===== src/rtl/kefuf_ram.sv =====
// generic simple dual-port ram, one write port and one registered read port
// read returns the old contents on a same-address write
// no dependencies
module kefuf_ram #(
    parameter int DATA_W = 8,
    parameter int DEPTH  = 16
) (
    input  logic                     clk,
    input  logic                     we,
    input  logic [$clog2(DEPTH)-1:0] waddr,
    input  logic [DATA_W-1:0]        wdata,
    input  logic [$clog2(DEPTH)-1:0] raddr,
    output logic [DATA_W-1:0]        rdata
);

    logic [DATA_W-1:0] mem [DEPTH];

    always_ff @(posedge clk) begin
        if (we) begin
            mem[waddr] <= wdata;
        end
        rdata <= mem[raddr];
    end

endmodule


===== config.mk =====
export PLATFORM = sky130hd
export DESIGN_NAME = kefuf_ram
export DESIGN_NICKNAME = d
export VERILOG_FILES = /design/src/rtl/kefuf_ram.sv
export SDC_FILE = /design/constraint.sdc
export NUM_CORES = 1
export LEC_CHECK = 0
export BUFFER_PORTS_ARGS = -buffer_cell sky130_fd_sc_hd__buf_2
export CAP_MARGIN = 20
export CORE_ASPECT_RATIO = 1.4
export CORE_MARGIN = 2
export CORE_UTILIZATION = 50
export CTS_CLUSTER_DIAMETER = 150
export DETAILED_ROUTE_END_ITERATION = 6
export PLACE_DENSITY = 0.67
export SLEW_MARGIN = 20
export SYNTH_ARGS = -nofsm -noshare
export SYNTH_HDL_FRONTEND = slang
export SYNTH_SLANG_ARGS = --single-unit

===== constraint.sdc =====
create_clock -name clk -period 4.65 [get_ports clk]
set_clock_uncertainty 0.05 [all_clocks]
set_input_delay 0.465 -clock clk [delete_from_list [all_inputs] [get_ports clk]]
set_output_delay 0.465 -clock clk [all_outputs]
set_load 0.01 [all_outputs]

Word-level counts from Yosys, hierarchy flattened. Memory sizes are Yosys's and may differ from the RTL's. A register that Yosys moved wholly into a read port is not among the register bits. Cells that the tools add are included.

Register bits: 0. RAM bits: 128. Input bits: 18. Output and inout bits: 8. Word-level logic and storage cells: 3. Memories kept: 1.

Memory list: mem (depth 16, width 8, rd ports 1, clocked after Yosys merged registers in 1, write ports 1, line 16) `logic [DATA_W-1:0] mem [DEPTH];`.

Multiplexer cells: 2.

Operators with widths (number): 2-to-1 mux 1 bit (2).

Logic depth before layout (Yosys ltp).
Depth in word-level cells: 2. Mapped depth: 5. Gate-level depth less buffers: 3.

Worst setup path before layout. OpenSTA, ideal clock, no wires.

Path kind: input -> register. Start: input port waddr[2]. End: memory mem[0][0] (enable). Library setup time: 0.383 ns. Arrival: 1.575 ns. Data required time: 4.217 ns. Slack: 2.642 ns. Stages on the path: 2. Path buffers: 0. Path through: or3b_2 nor3_1.

RTL lines: start, declared (line 10) `input logic [$clog2(DEPTH)-1:0] waddr,`; end, declared (line 16).

Straight into the memory's write port.

==> flow_summary.yaml <==
hold_path:
  min_to: "mem[6][6]"
  min_path_type: "in -> reg"
  hp-start: "wdata[6]"
  whs_path_depth: 1
synthesis:
  synthDistinctLibCells: 19
  seq_area_frac_synth: 0.778
  syn_area_per_cell_um2: 22.5
  synth_warnings: 0
  syn_area_um2: 5150
  syn_nets: 247
  synth_area_leaders: "edfxtp_1 75%, mux4_2 7.9%, mux4_1 7.1%"
  synth_edf_count: 128
  ys.flop_type: "edfxtp_1"
  synth_common_cells: "128 x edfxtp_1, 18 x mux4_2, 16 x a22oi_1, 14 x mux4_1, 13 x nor2_1"
  async_reset_ff_frac: 0
  yosysMostFrequentCell: "edfxtp_1"
  synthCells: 229
  yosysTopAreaCellShare: 0.747
  yosysTopAreaCell: "edfxtp_1"
  ys_ff_latch: 136
worst_setup_path:
  max_stage_delay_ns: 0.76
  start_kind: "input pin"
  critPathMaxFanout: 32
  critical_path_class: "in -> reg"
  path_delay_family: "buffers and inverters"
  reg2regPathDepth: 3
  crit_buf_inv: 1
  crit_chain: "buf_2 > mux4_1 > a22oi_1 > nand2_1"
  reg2reg_from: "mem[1][2]"
  crit_path_end_kind: "flip-flop"
  ff2ff_setup_slack_ns: 3.22
  timing.rr.end: "rdata[2]"
  cp.required_ns: 4.89
  slowest_stage: "buf_2"
  crit_arrival_ns: 2.30
global_routing:
  grt_overflow_total: 0
  grt_max_degree: 33
  grt_antenna_before_repair: 0
  grt_pass1_wl_mm: 14.6
  grt_pass1_vias: 2497
  grt_usage: 0.193
cts:
  cts_tree: "done"
  cts_root_buf: "clkbuf_16"
  h-tree-depth: 4
  ctsResizeCount: 0
  cts_setup_buffers: 0
  holdBufCountCts: 0
  cts_buffers: 17
  clk-insertion-delay-late_ns: 0.41
  cts_buffer_depth: 2
  path_clk_slew_ns: 0.05
  cts_sinks: 136
placement:
  numPortBuffers: 25
  hpwlAfterDp_mm: 5.96
  place_congestion: 0.767
finish:
  multi_input_area_um2: 1070
  drive_above_1_share: 0.260
  synthToLayoutAreaGrowth_pct: 16.0
  n_antenna_cell: 0
  nNetsFinal: 282
  postLayoutCoreUtil: 0.600
  regArea_um2: 4000
  fillers: 734
die:
  die_x_um: 89.8
  ios: 26
  die_h_um: 124
  start_util: 0.517
  row_count: 43
  die_area_um2: 11100
  core_area_um2: 9950
power_and_ir_drop:
  ir_drop_v: 0.000287
  power.density_nw_per_um2: 478
  p_leak_nw: 1.99
drt:
  routed_wl_mm: 9.68
  drc: 0
  firstDrtPassIters: 4
  vias: 2362
  ant_nets: 0
  vias_per_cell: 5.73
  drt_iter0_drc: 216
  post_drt_wl_per_cell_um: 23.5
timing:
  worst_pin_slew_ns: 1.03
  min_period_over_period: 0.443
  period_minus_slack_ns: 2.06
  fmax_mhz: 486
  final_max_slew_viol_count: 0
  max-slew-margin-rel: 0.316
  tns_ns: 0
  finalHoldViolCount: 0
  setup-violations-final: 0
  rsz0062_at_grt: "no"
outcome:
  status: "completed"
flow_run:
  max_cap_violations: 0
[power by group]
part / total (mW) / switching, mW / leakage (nW) / internal, mW
logic: 0.121 / 0.0722 / 0.479 / 0.0489
registers: 1.38 / 0.00811 / 1.22 / 1.37
clock network: 1.35 / 0.466 / 0.285 / 0.884
total: 2.85 / 0.547 / 1.99 / 2.30
[layout by cell type (no fill, tap or decap), types with 2 or more instances in the layout]
cell	instances
a22oi_1	16
buf_2	25
bufinv_16	4
clkbuf_1	3
clkbuf_16	17
clkinv_1	5
clkinv_2	2
dfxtp_1	8
edfxtp_1	128
mux4_1	14
mux4_2	18
nand2_1	9
nand2b_1	2
nand3b_1	2
nor2_1	13
nor3_2	3
[flip-flops by register name, indices dropped and copies added, names as in the netlist]
name and cells:
mem 128, rdata 8
[area by class of cell]
class                   count  area share
clock buffers              20      0.0731
clock inverters            12      0.0262
multi-input cells          83       0.180
flip-flops and latches    136       0.671
well taps                 135      0.0283
repair buffers             26      0.0222
[how the worst max path moves through the flow]
| stage | endpoint | cells after the start | from | slack, ns |
|---|---|---|---|---|
| 6_report | rdata[4] | 4 | raddr[0] | 2.59 |
| 5_1_grt | rdata[1] | 4 | raddr[0] | 2.46 |
| 4_1_cts | rdata[4] | 4 | raddr[0] | 2.55 |
| 3_5_place_dp | rdata[4] | 4 | raddr[0] | 2.11 |
| 3_3_place_gp | mem[0][7] | 3 | waddr[2] | 2.08 |
| 2_1_floorplan | mem[0][0] | 2 | waddr[2] | 2.64 |
[worst register-to-register path: cells and delay by family (launching register included)]
family / cells / cell delay [ns]
multiplexers: 1 / 0.53
AO/OA/AOI/OAI: 1 / 0.30
flip-flops: 1 / 0.36
AND/OR/NAND/NOR: 1 / 0.08
[cells by family after synthesis]
family | count (synthesis) | synth area share
flops | 136 | 0.778
buf+inv | 10 | 0.0168
simple gates | 35 | 0.0318
mux | 32 | 0.150
compound gates | 16 | 0.0233
[per-layer routing]
| layer | vias up | part of all wire | global-route usage |
|---|---|---|---|
| met2 | 74 | 0.51 | 0.311 |
| met4 | 0 | 0.027 | 0.0962 |
| met1 | 1225 | 0.41 | 0.235 |
| li1 | 1042 | - | - |
| met5 | - | 0 | 0 |
| met3 | 21 | 0.050 | 0.0696 |
[through the flow]
step                hold WS (ns)  cells  instance area [µm²]  setup slack [ns]  total power [mW]
detailed placement         0.613    380                 5380              2.11              1.53
global placement           0.603    380                 5370              2.08              1.52
floorplan                  0.514    229                 5150              2.64              1.48
global route               0.382    412                 5970              2.46              2.93
finish                     0.385    412                 5970              2.59              2.85
CTS                        0.376    412                 5970              2.55              2.86
No activity file was read; power rests on OpenSTA's default activity.
